--- src/sv/trsc_pkg.sv ---
// Shared types, constants and table for the three-rotor shift cipher.
package trsc_pkg;

  localparam int unsigned ALPHA_SIZE = 27;
  localparam int unsigned ROTOR_SPAN = 10;
  localparam logic [7:0] SPACE_CODE = 8'd32;
  localparam logic [7:0] CODE_A = 8'd65;
  localparam logic [7:0] CODE_Z = 8'd90;
  localparam logic [4:0] SPACE_IDX = 5'd26;
  localparam logic [3:0] POS_MAX = 4'd9;

  typedef logic [3:0] pos_t;
  typedef logic [4:0] sym_t;
  typedef logic [4:0] key_t;

  typedef enum logic [1:0] {
    REG_DIRECTION = 2'd0,
    REG_START_FIRST = 2'd1,
    REG_START_SECOND = 2'd2,
    REG_START_THIRD = 2'd3
  } reg_idx_t;

  typedef struct packed {
    logic [7:0] char_in;
    sym_t idx;
    logic in_alpha;
    key_t key;
  } stage_t;

  function automatic logic [3:0] rotor_value(input pos_t pos);
    logic [3:0] v;
    case (pos)
      4'd0: v = 4'd7;
      4'd1: v = 4'd3;
      4'd2: v = 4'd0;
      4'd3: v = 4'd1;
      4'd4: v = 4'd9;
      4'd5: v = 4'd5;
      4'd6: v = 4'd2;
      4'd7: v = 4'd6;
      4'd8: v = 4'd4;
      default: v = 4'd8;
    endcase
    return v;
  endfunction

  function automatic pos_t clamp_pos(input pos_t v);
    return (v > POS_MAX) ? POS_MAX : v;
  endfunction

endpackage

--- src/sv/trsc_rotor.sv ---
// Rotor odometer: holds the three positions, forms the running key, steps per item.
module trsc_rotor import trsc_pkg::*; (
  input  logic clk,
  input  logic rst_n,
  input  logic step,
  input  logic restart,
  input  pos_t start_first,
  input  pos_t start_second,
  input  pos_t start_third,
  output key_t key
);

  pos_t pos_first_r, pos_second_r, pos_third_r;
  pos_t pos_first_nxt, pos_second_nxt, pos_third_nxt;
  pos_t eff_first, eff_second, eff_third;
  logic carry_first, carry_second;

  always_comb begin
    eff_first = restart ? clamp_pos(start_first) : pos_first_r;
    eff_second = restart ? clamp_pos(start_second) : pos_second_r;
    eff_third = restart ? clamp_pos(start_third) : pos_third_r;
    key = 5'(rotor_value(eff_first)) + 5'(rotor_value(eff_second))
        + 5'(rotor_value(eff_third));
    carry_first = (eff_first >= POS_MAX);
    carry_second = carry_first && (eff_second >= POS_MAX);
    pos_first_nxt = carry_first ? 4'd0 : eff_first + 4'd1;
    pos_second_nxt = eff_second;
    if (carry_first) begin
      pos_second_nxt = (eff_second >= POS_MAX) ? 4'd0 : eff_second + 4'd1;
    end
    pos_third_nxt = eff_third;
    if (carry_second) begin
      pos_third_nxt = (eff_third >= POS_MAX) ? 4'd0 : eff_third + 4'd1;
    end
  end

  always_ff @(posedge clk) begin
    if (!rst_n) begin
      pos_first_r <= '0;
      pos_second_r <= '0;
      pos_third_r <= '0;
    end else if (step) begin
      pos_first_r <= pos_first_nxt;
      pos_second_r <= pos_second_nxt;
      pos_third_r <= pos_third_nxt;
    end
  end

endmodule

--- src/sv/trsc_shift.sv ---
// Modulo-27 shift of one staged symbol and mapping back to a character code.
module trsc_shift import trsc_pkg::*; (
  input  stage_t     stage,
  input  logic       direction,
  output logic [7:0] char_out,
  output logic       in_alpha
);

  logic [5:0] sum;
  logic [5:0] res;

  always_comb begin
    if (direction) begin
      sum = 6'(stage.idx) + 6'(ALPHA_SIZE) - 6'(stage.key);
    end else begin
      sum = 6'(stage.idx) + 6'(stage.key);
    end
    res = (sum >= 6'(ALPHA_SIZE)) ? sum - 6'(ALPHA_SIZE) : sum;
    in_alpha = stage.in_alpha;
    if (!stage.in_alpha) begin
      char_out = stage.char_in;
    end else if (res[4:0] == SPACE_IDX) begin
      char_out = SPACE_CODE;
    end else begin
      char_out = CODE_A + 8'(res);
    end
  end

endmodule

--- src/sv/three_rotor_shift_cipher.sv ---
// Top level: config registers, input stage, rotor key, shift and output register.
// Path: an accepted item is registered in the input stage, then shifted and registered
// in the output register, which raises out_valid; a stalled output can hold it back.
// Throughput: one item per cycle; in_ready stays high unless both stages hold
// items and the output is stalled.
// Reset (rst_n low, synchronous): rotors, config registers and valid flags clear.
module three_rotor_shift_cipher import trsc_pkg::*; (
  input  logic        clk,
  input  logic        rst_n,
  input  logic        in_valid,
  output logic        in_ready,
  input  logic [7:0]  in_char_in,
  input  logic        in_restart,
  output logic        out_valid,
  input  logic        out_ready,
  output logic [7:0]  out_char_out,
  output logic        out_in_alphabet,
  input  logic        psel,
  input  logic        penable,
  input  logic        pwrite,
  input  logic [3:0]  paddr,
  input  logic [31:0] pwdata,
  output logic [31:0] prdata,
  output logic        pready
);

  logic direction_r;
  pos_t start_first_r, start_second_r, start_third_r;
  reg_idx_t reg_sel;
  logic cfg_write;

  stage_t stage_r, stage_nxt;
  logic stage_valid_r;
  logic out_valid_r;
  logic [7:0] out_char_r;
  logic out_alpha_r;
  logic [7:0] shift_char;
  logic shift_alpha;
  logic in_accept, stage_adv;
  key_t key;
  sym_t idx;
  logic in_alpha;

  assign pready = 1'b1;
  assign reg_sel = reg_idx_t'(paddr[3:2]);
  assign cfg_write = psel && penable && pwrite;

  always_ff @(posedge clk) begin
    if (!rst_n) begin
      direction_r <= 1'b0;
      start_first_r <= '0;
      start_second_r <= '0;
      start_third_r <= '0;
    end else if (cfg_write) begin
      unique case (reg_sel)
        REG_DIRECTION:    direction_r <= pwdata[0];
        REG_START_FIRST:  start_first_r <= pwdata[3:0];
        REG_START_SECOND: start_second_r <= pwdata[3:0];
        REG_START_THIRD:  start_third_r <= pwdata[3:0];
        default: ;
      endcase
    end
  end

  always_comb begin
    unique case (reg_sel)
      REG_DIRECTION:    prdata = {31'd0, direction_r};
      REG_START_FIRST:  prdata = {28'd0, start_first_r};
      REG_START_SECOND: prdata = {28'd0, start_second_r};
      REG_START_THIRD:  prdata = {28'd0, start_third_r};
      default:          prdata = '0;
    endcase
  end

  assign stage_adv = !out_valid_r || out_ready;
  assign in_ready = !stage_valid_r || stage_adv;
  assign in_accept = in_valid && in_ready;

  trsc_rotor u_rotor (
    .clk          (clk),
    .rst_n        (rst_n),
    .step         (in_accept),
    .restart      (in_restart),
    .start_first  (start_first_r),
    .start_second (start_second_r),
    .start_third  (start_third_r),
    .key          (key)
  );

  always_comb begin
    in_alpha = 1'b1;
    if (in_char_in >= CODE_A && in_char_in <= CODE_Z) begin
      idx = 5'(in_char_in - CODE_A);
    end else if (in_char_in == SPACE_CODE) begin
      idx = SPACE_IDX;
    end else begin
      idx = '0;
      in_alpha = 1'b0;
    end
    stage_nxt.char_in = in_char_in;
    stage_nxt.idx = idx;
    stage_nxt.in_alpha = in_alpha;
    stage_nxt.key = key;
  end

  always_ff @(posedge clk) begin
    if (!rst_n) begin
      stage_valid_r <= 1'b0;
    end else if (in_ready) begin
      stage_valid_r <= in_valid;
    end
  end

  always_ff @(posedge clk) begin
    if (in_accept) begin
      stage_r <= stage_nxt;
    end
  end

  trsc_shift u_shift (
    .stage     (stage_r),
    .direction (direction_r),
    .char_out  (shift_char),
    .in_alpha  (shift_alpha)
  );

  always_ff @(posedge clk) begin
    if (!rst_n) begin
      out_valid_r <= 1'b0;
    end else if (stage_adv) begin
      out_valid_r <= stage_valid_r;
    end
  end

  always_ff @(posedge clk) begin
    if (stage_adv && stage_valid_r) begin
      out_char_r <= shift_char;
      out_alpha_r <= shift_alpha;
    end
  end

  assign out_valid = out_valid_r;
  assign out_char_out = out_char_r;
  assign out_in_alphabet = out_alpha_r;

  a_ready_when_out_empty: assert property (@(posedge clk) disable iff (!rst_n)
    !out_valid_r |-> in_ready)
    else $error("input stalled with empty output register");

  a_full_stall_blocks: assert property (@(posedge clk) disable iff (!rst_n)
    (stage_valid_r && out_valid_r && !out_ready) |-> !in_ready)
    else $error("item accepted while both stages are stalled");

  a_key_range: assert property (@(posedge clk) disable iff (!rst_n)
    in_accept |-> (key <= 5'd27))
    else $error("running key out of range");

  a_alpha_code: assert property (@(posedge clk) disable iff (!rst_n)
    (out_valid_r && out_alpha_r) |->
      ((out_char_r >= CODE_A && out_char_r <= CODE_Z) || out_char_r == SPACE_CODE))
    else $error("in-alphabet item carries a code outside the alphabet");

endmodule
--- config.mk ---
export PLATFORM = sky130hd
export DESIGN_NAME = three_rotor_shift_cipher
export DESIGN_NICKNAME = d
export VERILOG_FILES = /design/src/sv/trsc_pkg.sv /design/src/sv/trsc_rotor.sv /design/src/sv/trsc_shift.sv /design/src/sv/three_rotor_shift_cipher.sv
export SDC_FILE = /design/constraint.sdc
export NUM_CORES = 1
export LEC_CHECK = 0
export BUFFER_PORTS_ARGS = -buffer_cell sky130_fd_sc_hd__buf_4
export CAP_MARGIN = 40
export CORE_UTILIZATION = 35
export DETAILED_ROUTE_END_ITERATION = 12
export GPL_ROUTABILITY_DRIVEN = 1
export GPL_TIMING_DRIVEN = 0
export PLACE_DENSITY_LB_ADDON = 0.12
export SLEW_MARGIN = 10
export SYNTH_ARGS = -nofsm -noshare
export SYNTH_HDL_FRONTEND = slang
export SYNTH_SLANG_ARGS = --single-unit
--- constraint.sdc ---
create_clock -name clk -period 3.9 [get_ports clk]
set_clock_uncertainty 0.15 [all_clocks]
set_input_delay 0.78 -clock clk [delete_from_list [all_inputs] [get_ports clk]]
set_output_delay 0.78 -clock clk [all_outputs]
set_load 0.01 [all_outputs]
# After elaboration in Yosys (flattened, before gate mapping)
# Memory sizes are Yosys's and may differ from the RTL's.
# Cells that the tools add are included.
# op_classes
addsub	11
multipliers	0
div	0
n_lt_le_gt_ge	9
eq_ne	5
shift	0
mux	19
bitwise	0
reduce_logical	15
# ops
op	n
$pmux 32 s4	1
$mux 4	11
$mux 8	2
$add 4x1->4 const B	3
$ge 4x4->1 const B	3
$gt 4x4->1 const B	3
$mux 6	2
$mux 5	2
$add 7x6->8 const A	1
$eq 8x6->1 const B	1
$ge 8x7->1 const B	1
$le 8x7->1 const B	1
$reduce_and 2->1	4
$add 5x5->6	1
$add 5x5->6 const B	1
$ge 6x5->1 const B	1
$logic_and 1x1->1	6
$sub 6x5->6	1
$sub 6x5->6 const B	1
$add 4x4->5	1
$add 5x4->5	1
$eq 5x5->1 const B	1
$sub 5x1->5 const B	1
$eq 2x2->1 const B	2
other kinds (5)	7
# word_totals
register_bits	55
latchBits	0
mem_bits_rw	0
rom_bits	192
output_inout_bits	44
mem_count	3
# memory_table
memory	words	word_bits	rd	rd_clocked_by_memory_dff	write_ports	line_no	text
(name not given)	16	4	1	0	0	trsc_pkg.sv:32	case (pos)
(name not given)	16	4	1	0	0	trsc_pkg.sv:32	
(name not given)	16	4	1	0	0	trsc_pkg.sv:32	

# Logic depth before layout (Yosys ltp)
# Gate-level depths: netlist of the first run.
# logic_depth
word_depth	8
mapped_depth	15
depth_no_buf	14

# Cells and area by module
# From an unflattened synthesis of the first run, not the netlist that was laid out.
# unflattened
cells_unflattened	464
hier_area_um2	4456.8
# modules_own_cells
mod	instances	cells_per_inst	area_per_inst_um2
three_rotor_shift_cipher	1	153	1976.9
trsc_rotor	1	171	1391.3
trsc_shift	1	140	1088.5

# Least setup slack after synthesis of the first run
# OpenSTA, ideal clock, no wires.
# synth_path
path_type	input to register
start	in in_restart
end	reg stage_r[4] in the netlist's numbering, data pin
setup_time_ns	0.262
t_arrival_ns	3.425
t_required_ns	3.488
path_slack_ns	0.062
path_stages	15
path_buffers	2
path_cell_list	buf_2 > buf_1 > nor2_1 > a31oi_1 > inv_1 > ha_1 > inv_1 > nor2_1 > a31oi_1 > fa_1 > inv_1 > ha_1 > a21o_1 > a21oi_1 > xor2_1
# synth_via
elab_chain_cells	4
elab_cells_between_ends	8
cone_classes	2 x add/sub; 3 x mux; 3 x memory
# synth_rtl
item	line_no	text
from (decl)	three_rotor_shift_cipher.sv:13	input logic in_restart,
$mux 4 (on tied branches)	trsc_rotor.sv:19, trsc_rotor.sv:20	
$mem_v2 16x4	-	
$add 4x4->5	trsc_rotor.sv:22	key = 5'(rotor_value(eff_first)) + 5'(rotor_value(eff_second))
$add 5x4->5 (*)	trsc_rotor.sv:23	+ 5'(rotor_value(eff_third));
net key[4]	three_rotor_shift_cipher.sv:40	key_t key;
to (signal assigned)	three_rotor_shift_cipher.sv:116	stage_r <= stage_nxt;
to (decl)	three_rotor_shift_cipher.sv:32	stage_t stage_r, stage_nxt;
# Mark *: on every way through the listed nets, which the timed path passes. The rest lies on a longest branch.
# A chain may end at the register's enable or synchronous reset.

# Final worst setup path of the first run
# layout_path
start	reg stage_r[3] in the netlist's numbering
end	reg out_char_r[5], in the netlist out_char_out[5], data pin
# layout_via
elab_chain_cells	7
elab_cells_between_ends	10
cone_classes	4 x add/sub; 1 x order compare; 1 x eq/ne; 4 x mux
# layout_rtl
item	line_no	text
$sub 6x5->6 / $add 5x5->6 (equally long branches)	trsc_shift.sv:14, trsc_shift.sv:16	
$mux 6 (*)	trsc_shift.sv:13	if (direction) begin
$sub 6x5->6 / $ge 6x5->1 (equally long branches)	trsc_shift.sv:18	res = (sum >= 6'(ALPHA_SIZE)) ? sum - 6'(ALPHA_SIZE) : sum;
$mux 6 (*)	trsc_shift.sv:18	
$add 7x6->8 / $eq 5x5->1 (equally long branches)	trsc_shift.sv:25, trsc_shift.sv:22	
$mux 8 (*)	trsc_shift.sv:22	end else if (res[4:0] == SPACE_IDX) begin
$mux 8 (*)	trsc_shift.sv:20	if (!stage.in_alpha) begin
net shift_char[5]	three_rotor_shift_cipher.sv:37	logic [7:0] shift_char;
to (signal assigned)	three_rotor_shift_cipher.sv:137	out_char_r <= shift_char;
to (decl)	three_rotor_shift_cipher.sv:35	logic [7:0] out_char_r;
# Marks and branches as above.

==> results of run 1 <==
## synthesized netlist by cell type (all sizes together), types with 5 or more instances
library cell | count | area (um2)
a21boi | 6 | 45.1
a21oi | 15 | 75.1
a22oi | 7 | 52.6
a31oi | 8 | 71.3
buf | 33 | 235
clkbuf | 6 | 22.5
dfxtp | 27 | 541
edfxtp | 28 | 841
fa | 6 | 120
ha | 38 | 475
inv | 52 | 195
mux2 | 9 | 105
mux2i | 21 | 223
nand2 | 27 | 104
nand3 | 8 | 40.0
nor2 | 22 | 82.6
nor2b | 26 | 163
nor3 | 9 | 56.3
o21ai | 15 | 78.8
or2 | 7 | 46.3
xnor2 | 12 | 105
xor2 | 5 | 43.8
## kinds of logic after synthesis
logic type / synth area share
buf+inv: 0.107
fa+ha+maj: 0.141
simple gates: 0.162
other cells: 0.00177
mux: 0.0827
compound gates: 0.145
flops: 0.326
xor+xnor: 0.0351
## cell usage in the layout (no fill, tap or decap), types with 4 or more instances in the layout
master,count
a21boi_0,5
a21oi_1,14
a22oi_1,7
a31oi_1,4
buf_4,66
clkbuf_1,6
clkbuf_16,5
conb_1,29
dfxtp_1,27
edfxtp_1,28
fa_1,6
ha_1,36
inv_1,52
mux2_2,8
mux2i_1,20
nand2_1,26
nand3_1,8
nor2_1,22
nor2b_1,26
nor3_1,8
o21ai_0,9
o21ai_1,5
or2_2,6
xnor2_1,12
xor2_1,5
## power breakdown
group	total, mW	internal, mW	leakage (nW)	switching [mW]
clock network	0.441	0.234	0.0649	0.206
registers	0.675	0.655	0.491	0.0198
logic	0.759	0.335	1.69	0.424
total	1.87	1.22	2.24	0.650
## layout make-up
type / instances / area [um2]
Clock inverter: 3 / 15.0
Buffer: 39 / 262
Fill cell: 1189 / 6580
Clock buffer: 5 / 125
Multi-Input combinational cell: 327 / 2570
Tap cell: 143 / 179
Sequential cell: 55 / 1380
Timing Repair Buffer: 38 / 305
Inverter: 52 / 195
## layer usage
metal / vias up / GRT usage
li1: 1633 / -
met1: 1452 / 0.178
met2: 44 / 0.271
met3: 9 / 0.0194
met4: 0 / 0.0373
met5: - / 0
## through the flow
| step | util | instances | area [um2] | worst slack, ps | hold WS (ps) |
|---|---|---|---|---|---|
| finish | 0.433 | 662 | 5030 | 154 | 338 |
| global placement | 0.410 | 649 | 4770 | -487 | 321 |
| CTS | 0.426 | 659 | 4950 | 70.0 | 342 |
| global route | 0.433 | 662 | 5030 | -10.6 | 383 |
| detailed placement | 0.413 | 650 | 4790 | -538 | 324 |
| floorplan | - | 473 | 4340 | 62.2 | 305 |
## worst max-delay path: cells and delay by family (launching register included)
family / cells / cell delay [ps]
AO/OA/AOI/OAI: 4 / 980
XOR/XNOR: 1 / 200
adder cells (fa/ha/maj): 3 / 840
buffers and inverters: 1 / 50
flip-flops: 1 / 440
multiplexers: 2 / 500
AND/OR/NAND/NOR: 2 / 340
## timing repair
| item | 4_1_cts | 5_1_grt |
|---|---|---|
| hold endpoints to repair | 0 | 0 |
| resized for setup | 2 | 12 |
| pin swaps | 1 | 3 |
| setup endpoints to repair | 5 | 9 |
| cloned | 0 | 0 |
| buffers inserted | 1 | 2 |
## flip-flops by register name (all words and copies together) (netlist names)
name	flops
start_second_r	4
direction_r	1
u_rotor.pos_third_r	4
start_first_r	4
u_rotor.pos_first_r	4
stage_valid_r	1
out_valid	1
stage_r	19
out_char_out	8
u_rotor.pos_second_r	4
out_in_alphabet	1
start_third_r	4
## final timing paths
path	from	to	cells past startpoint
worst min register to register	stage_valid_r$_SDFFE_PN0N_	out_valid$_SDFFE_PN0P_	1
worst min-delay path	stage_valid_r$_SDFFE_PN0N_	out_valid$_SDFFE_PN0P_	1
worst max-delay path	stage_r[3]$_DFFE_PP_	out_char_out[5]$_DFFE_PP_	13
worst max register to register	stage_r[3]$_DFFE_PP_	out_char_out[5]$_DFFE_PP_	13
==> results.json, run 1 <==
{
  "ir_drop_uv": 162,
  "antenna_cells": 0,
  "gp_congestion": 0.785,
  "async_reset_ff_frac": 0,
  "cpMostUsedCell": "ha_1",
  "dp_hpwl_mm": 7.18,
  "area_growth_pct": 18.7,
  "yosysWarnings": 0,
  "clk_latency_ps": 300,
  "totalPowerFinal_mw": 1.87,
  "synth_edf_count": 28,
  "met1_length_mm": 4.13,
  "htreeDepth": 2,
  "crit_type": "reg2reg",
  "grt_pass1_wl_mm": 14.7,
  "postCtsHoldBufs": 0,
  "worst-r2r-setup-slack_ps": 150,
  "synthFlopType": "edfxtp_1",
  "fmax_mhz": 267,
  "crit_path_end_kind": "flop",
  "initial_utilization": 0.365,
  "clk_pin_slew_ps": 70,
  "cts_tree": "done",
  "synth.distinct_cells": 70,
  "finalCritPeriodShare": 0.961,
  "grtUsageTotal": 0.146,
  "dr_wl_met2_mm": 4.61,
  "critPathRequiredTime_ps": 3790,
  "drive_above_1_share": 0.218,
  "cts.sinks": 55,
  "grt-ovfl-total": 0,
  "antenna_found_initial": 0,
  "met3_length_um": 221,
  "finalHoldViolations": 0,
  "die_x_um": 112,
  "routed-via-count": 3138,
  "period_minus_slack_ps": 3750,
  "nets": 614,
  "ys_seq_area_frac": 0.326,
  "tns_ps": 0,
  "io_pins": 96,
  "cp_slowest_cell": "edfxtp_1",
  "status": "finished with violations",
  "die_area_um2": 12600,
  "core_um2": 11600,
  "postRouteAntennaNets": 0,
  "cellLeakagePower_nw": 2.24,
  "startpoint_type": "flop",
  "maxUsedRoutingLayer": "met4",
  "io_buffer_count": 33,
  "slowest_delay_ps": 440,
  "violations": "DRC",
  "arrival_ps": 3640,
  "min_path_type": "reg2reg",
  "setup_viol": 0,
  "power_density_nw_per_um2": 373,
  "rows": 39,
  "grt_max_degree": 17,
  "syn_area_um2": 4240,
  "synth-seq-cells": 55,
  "grt_pass1_vias": 3093,
  "crit_fanout": 4,
  "routed_via_density": 4.74,
  "tightest_slew_ps": 574,
  "fp.dieH_um": 112,
  "avgRoutedWirePerCell_um": 13.7,
  "drv_slew": 0,
  "cts_made_buffers": 5,
  "drtIter0Drc": 139,
  "first_pass_iters": 8,
  "cp_cell_sequence": "ha_4 > inv_1 > ha_1 > and3b_2 > a311oi_2 > xnor2_1 > mux2i_4 > o31ai_4 > mux2_2 > ha_1 > nand4_4 > a31oi_4 > o31a_1",
  "syn_inst": 446,
  "wl_mm": 9.05,
  "remaining_drc_errors": 4,
  "cap_violations": 0,
  "cts_max_path_buffers": 2,
  "avgSynthCellArea_um2": 9.50,
  "cts-root-buf": "clkbuf_16",
  "maxSlewHeadroom": 0.613
}
Power figures use the tool's default switching activity.
==> run 2: changes to the inputs <==
--- a/config.mk
+++ b/config.mk
@@ -15,4 +15,5 @@
 export SLEW_MARGIN = 10
 export SYNTH_ARGS = -nofsm -noshare
 export SYNTH_HDL_FRONTEND = slang
+export SYNTH_HIERARCHICAL = 1
 export SYNTH_SLANG_ARGS = --single-unit
==> run 2 against run 1 <==
  * The flow now finishes without violations
  * Highest routed layer unchanged
  * Final cell count rose by 6.2%
  * Routed wire length up 4.6%
  * Critical path depth fell by 1
  * Worst hold slack lost 26 ps
  * Fmax grew 0.94%
  * Largest power group unchanged
==> results.json, run 2 <==
{
  "avgSynthCellArea_um2": 9.61,
  "synth-compound-area-share": 0.181,
  "synthMuxAreaShare": 0.0792,
  "synthTopCellsByCount": "34 x inv_1, 32 x buf_4, 32 x ha_1",
  "critPathRequiredTime_ps": 3800,
  "tightest_slew_ps": 794,
  "drive_above_1_share": 0.226,
  "power_density_nw_per_um2": 431,
  "r2r_start": "stage_r[2]$_DFFE_PP_",
  "setup_viol": 0,
  "die_area_um2": 13200,
  "clk_latency_ps": 300,
  "fmax_mhz": 269,
  "rr_endpoint": "out_char_out[5]$_DFFE_PP_",
  "synth_top_family_by_area": "compound AO/OA/AOI/OAI gates",
  "avgRoutedWirePerCell_um": 13.5,
  "syn_area_um2": 4460,
  "fin_cells": 703,
  "synth-seq-cells": 55,
  "synth_top_cell_by_area": "edfxtp_1",
  "cap_violations": 0,
  "antenna_found_initial": 0,
  "io_pins": 96,
  "mostFrequentLayoutCells": "67 x buf_4, 34 x inv_1, 32 x ha_1",
  "core_um2": 12200,
  "cellLeakagePower_nw": 2.26,
  "async_reset_ff_frac": 0,
  "grt_pass1_vias": 3253,
  "synth_area_leaders": "edfxtp_1 19%, dfxtp_1 12%, ha_1 9.0%",
  "remaining_drc_errors": 0,
  "fillers": 1225,
  "die_x_um": 115,
  "regArea_um2": 1380,
  "top_register": "stage_r",
  "synth.distinct_cells": 85,
  "cts-root-buf": "clkbuf_16",
  "period_minus_slack_ps": 3710,
  "dp_hpwl_mm": 7.45,
  "grtUsageTotal": 0.151,
  "synth_edf_count": 28,
  "synthFlopType": "edfxtp_1",
  "drtIter0Drc": 132,
  "drv_slew": 0,
  "status": "finished, final reports clean",
  "nets": 624,
  "rows": 40,
  "min_from": "u_rotor/pos_first_r[2]$_SDFFE_PN0P_",
  "antenna_cells": 0,
  "area_growth_pct": 17.2,
  "cts_max_path_buffers": 2,
  "crit_type": "in2reg",
  "ys_seq_area_frac": 0.310,
  "synth_top_area_share": 0.189,
  "largest_reg_flops": 19,
  "grt_max_degree": 21,
  "grt_pass1_wl_mm": 15.7,
  "clk_pin_slew_ps": 70,
  "hold_depth": 2,
  "arrival_ps": 3610,
  "postCtsHoldBufs": 0,
  "multi_input_area_um2": 2720,
  "wl_mm": 9.46,
  "yosys.area_share.simple": 0.166,
  "synth_most_common_cell": "inv_1",
  "postRouteAntennaNets": 0,
  "routed-via-count": 3364,
  "cts_tree": "done",
  "gp_congestion": 0.806,
  "min_to": "u_rotor/pos_first_r[2]$_SDFFE_PN0P_",
  "first_pass_iters": 4,
  "syn_inst": 464,
  "crit_fanout": 10,
  "placedCellCount": 692,
  "reg2reg_depth": 14,
  "detailedPlace.worstSlack_ps": -88.4,
  "worst-r2r-setup-slack_ps": 210,
  "routed_via_density": 4.79,
  "synth-xor-area-share": 0.0373,
  "finalHoldViolations": 0,
  "fp.dieH_um": 115,
  "finalWorstSetupSlack_ps": 188,
  "rsz0062_at_grt": "yes",
  "io_buffer_count": 33,
  "initial_utilization": 0.365,
  "min_path_type": "reg2reg",
  "finalCritPeriodShare": 0.952,
  "cts.sinks": 55,
  "yosysWarnings": 6,
  "synthAdderAreaFrac": 0.117,
  "cts_made_buffers": 5,
  "grt-ovfl-total": 0,
  "startpoint_type": "input port",
  "final_common_cell": "buf_4",
  "htreeDepth": 2,
  "ir_drop_uv": 235,
  "maxSlewHeadroom": 0.469,
  "crit_path_end_kind": "flop"
}
## run 2: changes by cell type after synthesis, sizes merged, moves of 4 or more
cell   previous run  this run
and3              0         5
and2              3         8
ha               38        32
inv              52        37
nor2             22        14
or3               0         4
buf              33        41
o21ai            15        23
a22oi             7         3
## run 2: cells by family after synthesis
family,count (synthesis)
compound gates,105
xor+xnor,19
fa+ha+maj,38
buf+inv,86
flops,55
mux,33
other cells,2
simple gates,126
## run 2: area by class of cell
type,count,share of cell area
Buffer,48,0.0659
Sequential cell,55,0.264
Timing Repair Buffer,36,0.0532
Clock buffer,5,0.0239
Inverter,38,0.0273
Clock inverter,3,0.00479
Multi-Input combinational cell,350,0.520
Tap cell,168,0.0402
## run 2: stage by stage
stage	area (um2)	power, mW	util	hold WS [ps]	TNS (ps)
after floorplan	4560	1.54	-	290	0
after global placement	5020	1.75	0.411	306	-73.8
after detailed placement	5020	1.76	0.411	308	-104
after CTS	5170	2.23	0.424	319	0
after global routing	5230	2.44	0.428	350	-1.46
final	5230	2.25	0.428	313	0
## run 2: repair_timing
action | 4_1_cts | 5_1_grt
setup buffers | 0 | 2
setup endpoints to repair | 1 | 7
gates resized for setup | 1 | 6
gates cloned | 0 | 0
pin swaps | 0 | 2
## run 2: routing by layer
layer,part of all wire,GRT usage,up-vias
met4,0.013,0.0416,0
li1,-,-,1746
met2,0.49,0.271,53
met3,0.026,0.0242,8
met1,0.47,0.186,1557
met5,0,0,-
## run 2: where the power goes
group          switching, mW  internal [mW]  total, mW  leakage [nW]
clock                  0.217          0.241      0.457        0.0700
combinational          0.608          0.490       1.10          1.69
sequential            0.0229          0.674      0.697         0.492
## run 2: worst max-delay path by stage
| stage | from | to |
|---|---|---|
| floorplan | in_restart | stage_r[3]$_DFFE_PP_ |
| global route | stage_r[2]$_DFFE_PP_ | out_char_out[3]$_DFFE_PP_ |
| finish | in_restart | stage_r[3]$_DFFE_PP_ |
| global placement | in_restart | stage_r[3]$_DFFE_PP_ |
| detailed placement | in_restart | stage_r[3]$_DFFE_PP_ |
| CTS | stage_r[2]$_DFFE_PP_ | out_char_out[2]$_DFFE_PP_ |
## run 2: critical path, stage by stage
cell      delay [ps]
buf_6            120
buf_8            150
nor2b_1          160
a22oi_1          430
inv_1            190
ha_1             320
nand2b_1         160
fa_1             490
inv_1             40
ha_1             220
fa_1             380
xor2_1           160
==> run 3: changes to the inputs <==
--- a/config.mk
+++ b/config.mk
@@ -7,7 +7,10 @@
 export LEC_CHECK = 0
 export BUFFER_PORTS_ARGS = -buffer_cell sky130_fd_sc_hd__buf_4
 export CAP_MARGIN = 40
+export CELL_PAD_IN_SITES_DETAIL_PLACEMENT = 0
+export CELL_PAD_IN_SITES_GLOBAL_PLACEMENT = 1
 export CORE_UTILIZATION = 35
+export CTS_BUF_LIST = sky130_fd_sc_hd__clkbuf_8
 export DETAILED_ROUTE_END_ITERATION = 12
 export GPL_ROUTABILITY_DRIVEN = 1
 export GPL_TIMING_DRIVEN = 0
==> run 3 against run 2 <==
  * Clock power is 31% lower
  * Sequential share of layout area rose by 0.37 points
  * Total power shrank 5.8%
  * Final cell count decreased by 0.14%
  * Largest cell class unchanged
  * Utilization down 0.59 points
  * Critical path depth grew 2
  * Highest routed layer unchanged
  * Setup slack better by 8.4 ps
  * Register-to-register slack hardly changed
  * Count of clock-buffer cells in the layout is the same
  * Fmax grew 0.23%
==> results.json, run 3 (synthesis gave the netlist of run 2 again) <==
{
  "grt-ovfl-total": 0,
  "cts_max_path_buffers": 2,
  "htreeDepth": 2,
  "hold_depth": 2,
  "rsz0062_at_grt": "no",
  "pwr-share-clk": 0.149,
  "p_sw_frac": 0.391,
  "cts_tree": "done",
  "nets": 623,
  "fillers": 1261,
  "status": "finished, final reports clean",
  "startpoint_type": "flop",
  "clk_pin_slew_ps": 100,
  "crit_fanout": 10,
  "cts-root-buf": "clkbuf_8",
  "io_pins": 96,
  "worst-r2r-setup-slack_ps": 200,
  "period_minus_slack_ps": 3700,
  "grtUsageTotal": 0.151,
  "fmax_mhz": 270,
  "r2r_start": "stage_r[2]$_DFFE_PP_",
  "antenna_found_initial": 0,
  "area_growth_pct": 15.6,
  "largest_reg_flops": 19,
  "dp_hpwl_mm": 7.63,
  "holdWs_ps": 322,
  "gp_congestion": 0.801,
  "antenna_cells": 0,
  "reg2reg_depth": 14,
  "min_path_type": "reg2reg",
  "routed-via-count": 3417,
  "postRouteAntennaNets": 0,
  "rr_endpoint": "out_char_out[5]$_DFFE_PP_",
  "first_pass_iters": 4,
  "min_from": "u_rotor/pos_first_r[2]$_SDFFE_PN0P_",
  "cap_violations": 0,
  "p_int_mw": 1.29,
  "drv_slew": 0,
  "rows": 40,
  "grt_pass1_wl_mm": 15.8,
  "io_buffer_count": 33,
  "cts.sinks": 55,
  "pwr-share-seq": 0.329,
  "power_density_nw_per_um2": 412,
  "grt_max_degree": 21,
  "switching_power_uw": 828,
  "cellLeakagePower_nw": 2.22,
  "regArea_um2": 1380,
  "postCtsHoldBufs": 0,
  "drive_above_1_share": 0.225,
  "drtIter0Drc": 111,
  "fp.dieH_um": 115,
  "setup_viol": 0,
  "crit_type": "reg2reg",
  "grt_pass1_vias": 3369,
  "final_common_cell": "buf_4",
  "initial_utilization": 0.365,
  "maxSlewHeadroom": 0.441,
  "clk_latency_ps": 310,
  "avgRoutedWirePerCell_um": 13.7,
  "finalHoldViolations": 0,
  "critPathRequiredTime_ps": 3820,
  "wl_mm": 9.62,
  "mostFrequentLayoutCells": "67 x buf_4, 34 x inv_1, 32 x ha_1",
  "comb_power_share": 0.522,
  "arrival_ps": 3620,
  "top_register": "stage_r",
  "core_um2": 12200,
  "totalPowerFinal_mw": 2.12,
  "cts_made_buffers": 5,
  "die_x_um": 115,
  "min_to": "u_rotor/pos_first_r[2]$_SDFFE_PN0P_",
  "crit_path_end_kind": "flop",
  "tightest_slew_ps": 839,
  "multi_input_area_um2": 2720,
  "ir_drop_uv": 137,
  "finalCritPeriodShare": 0.950,
  "routed_via_density": 4.87,
  "remaining_drc_errors": 0,
  "die_area_um2": 13200
}
==> run 3: repair_timing <==
action | in CTS | in global routing
endpoints found under the setup margin | 0 | 7
gates resized for setup | 0 | 8
setup buffers | 0 | 2
==> run 3: layout make-up <==
| type | count | share of cell area |
|---|---|---|
| flip-flops and latches | 55 | 0.268 |
| well taps | 168 | 0.0408 |
| clock inverters | 3 | 0.00389 |
| clock buffers | 5 | 0.0134 |
| repair buffers | 35 | 0.0510 |
| inverters | 38 | 0.0277 |
| multi-input cells | 350 | 0.528 |
| plain buffers | 48 | 0.0668 |
==> run 3: metrics by stage <==
step | setup TNS, ps | cells | instance area (um2) | worst slack [ps] | util
after floorplan | 0 | 491 | 4560 | 195 | -
after global placement | -167 | 692 | 5020 | -119 | 0.411
after detailed placement | -209 | 692 | 5020 | -139 | 0.411
after CTS | 0 | 700 | 5100 | 17.4 | 0.418
after global routing | 0 | 702 | 5150 | 16.3 | 0.422
final | 0 | 702 | 5150 | 197 | 0.422
==> run 3: how the worst max path moves through the flow <==
stage,startpoint,to,depth (start not counted)
final,stage_r[2]$_DFFE_PP_,out_char_out[5]$_DFFE_PP_,14
after global routing,stage_r[3]$_DFFE_PP_,out_char_out[5]$_DFFE_PP_,14
after CTS,stage_r[3]$_DFFE_PP_,out_char_out[2]$_DFFE_PP_,14
after detailed placement,in_restart,stage_r[3]$_DFFE_PP_,12
after global placement,in_restart,stage_r[3]$_DFFE_PP_,12
after floorplan,in_restart,stage_r[3]$_DFFE_PP_,12
==> run 3: power by group through the flow <==
stage | combinational (mW) | clock, mW | sequential [mW]
floorplan | 0.828 | 0 | 0.711
global placement | 1.05 | 0 | 0.711
detailed placement | 1.05 | 0 | 0.713
CTS | 1.06 | 0.329 | 0.700
global route | 1.24 | 0.355 | 0.703
finish | 1.11 | 0.316 | 0.698
==> run 3: critical path, cell delays in order (launching register included) <==
cell and delay [ps]:
edfxtp_1 410, ha_1 300, buf_4 160, xnor2_1 150, ha_1 220, or3_1 360
a21boi_1 140, o21ba_2 190, buf_2 190, a31oi_4 270, mux2_2 370, ha_1 170
inv_1 110, o31ai_4 90, o2bb2ai_1 160
==> run 3: metal layers <==
metal  vias to the layer above  GRT usage  share of wire
met3                        15     0.0258          0.037
met4                         0     0.0554          0.018
li1                       1741          -              -
met5                         -          0              0
met1                      1604      0.181           0.44
met2                        57      0.270           0.51
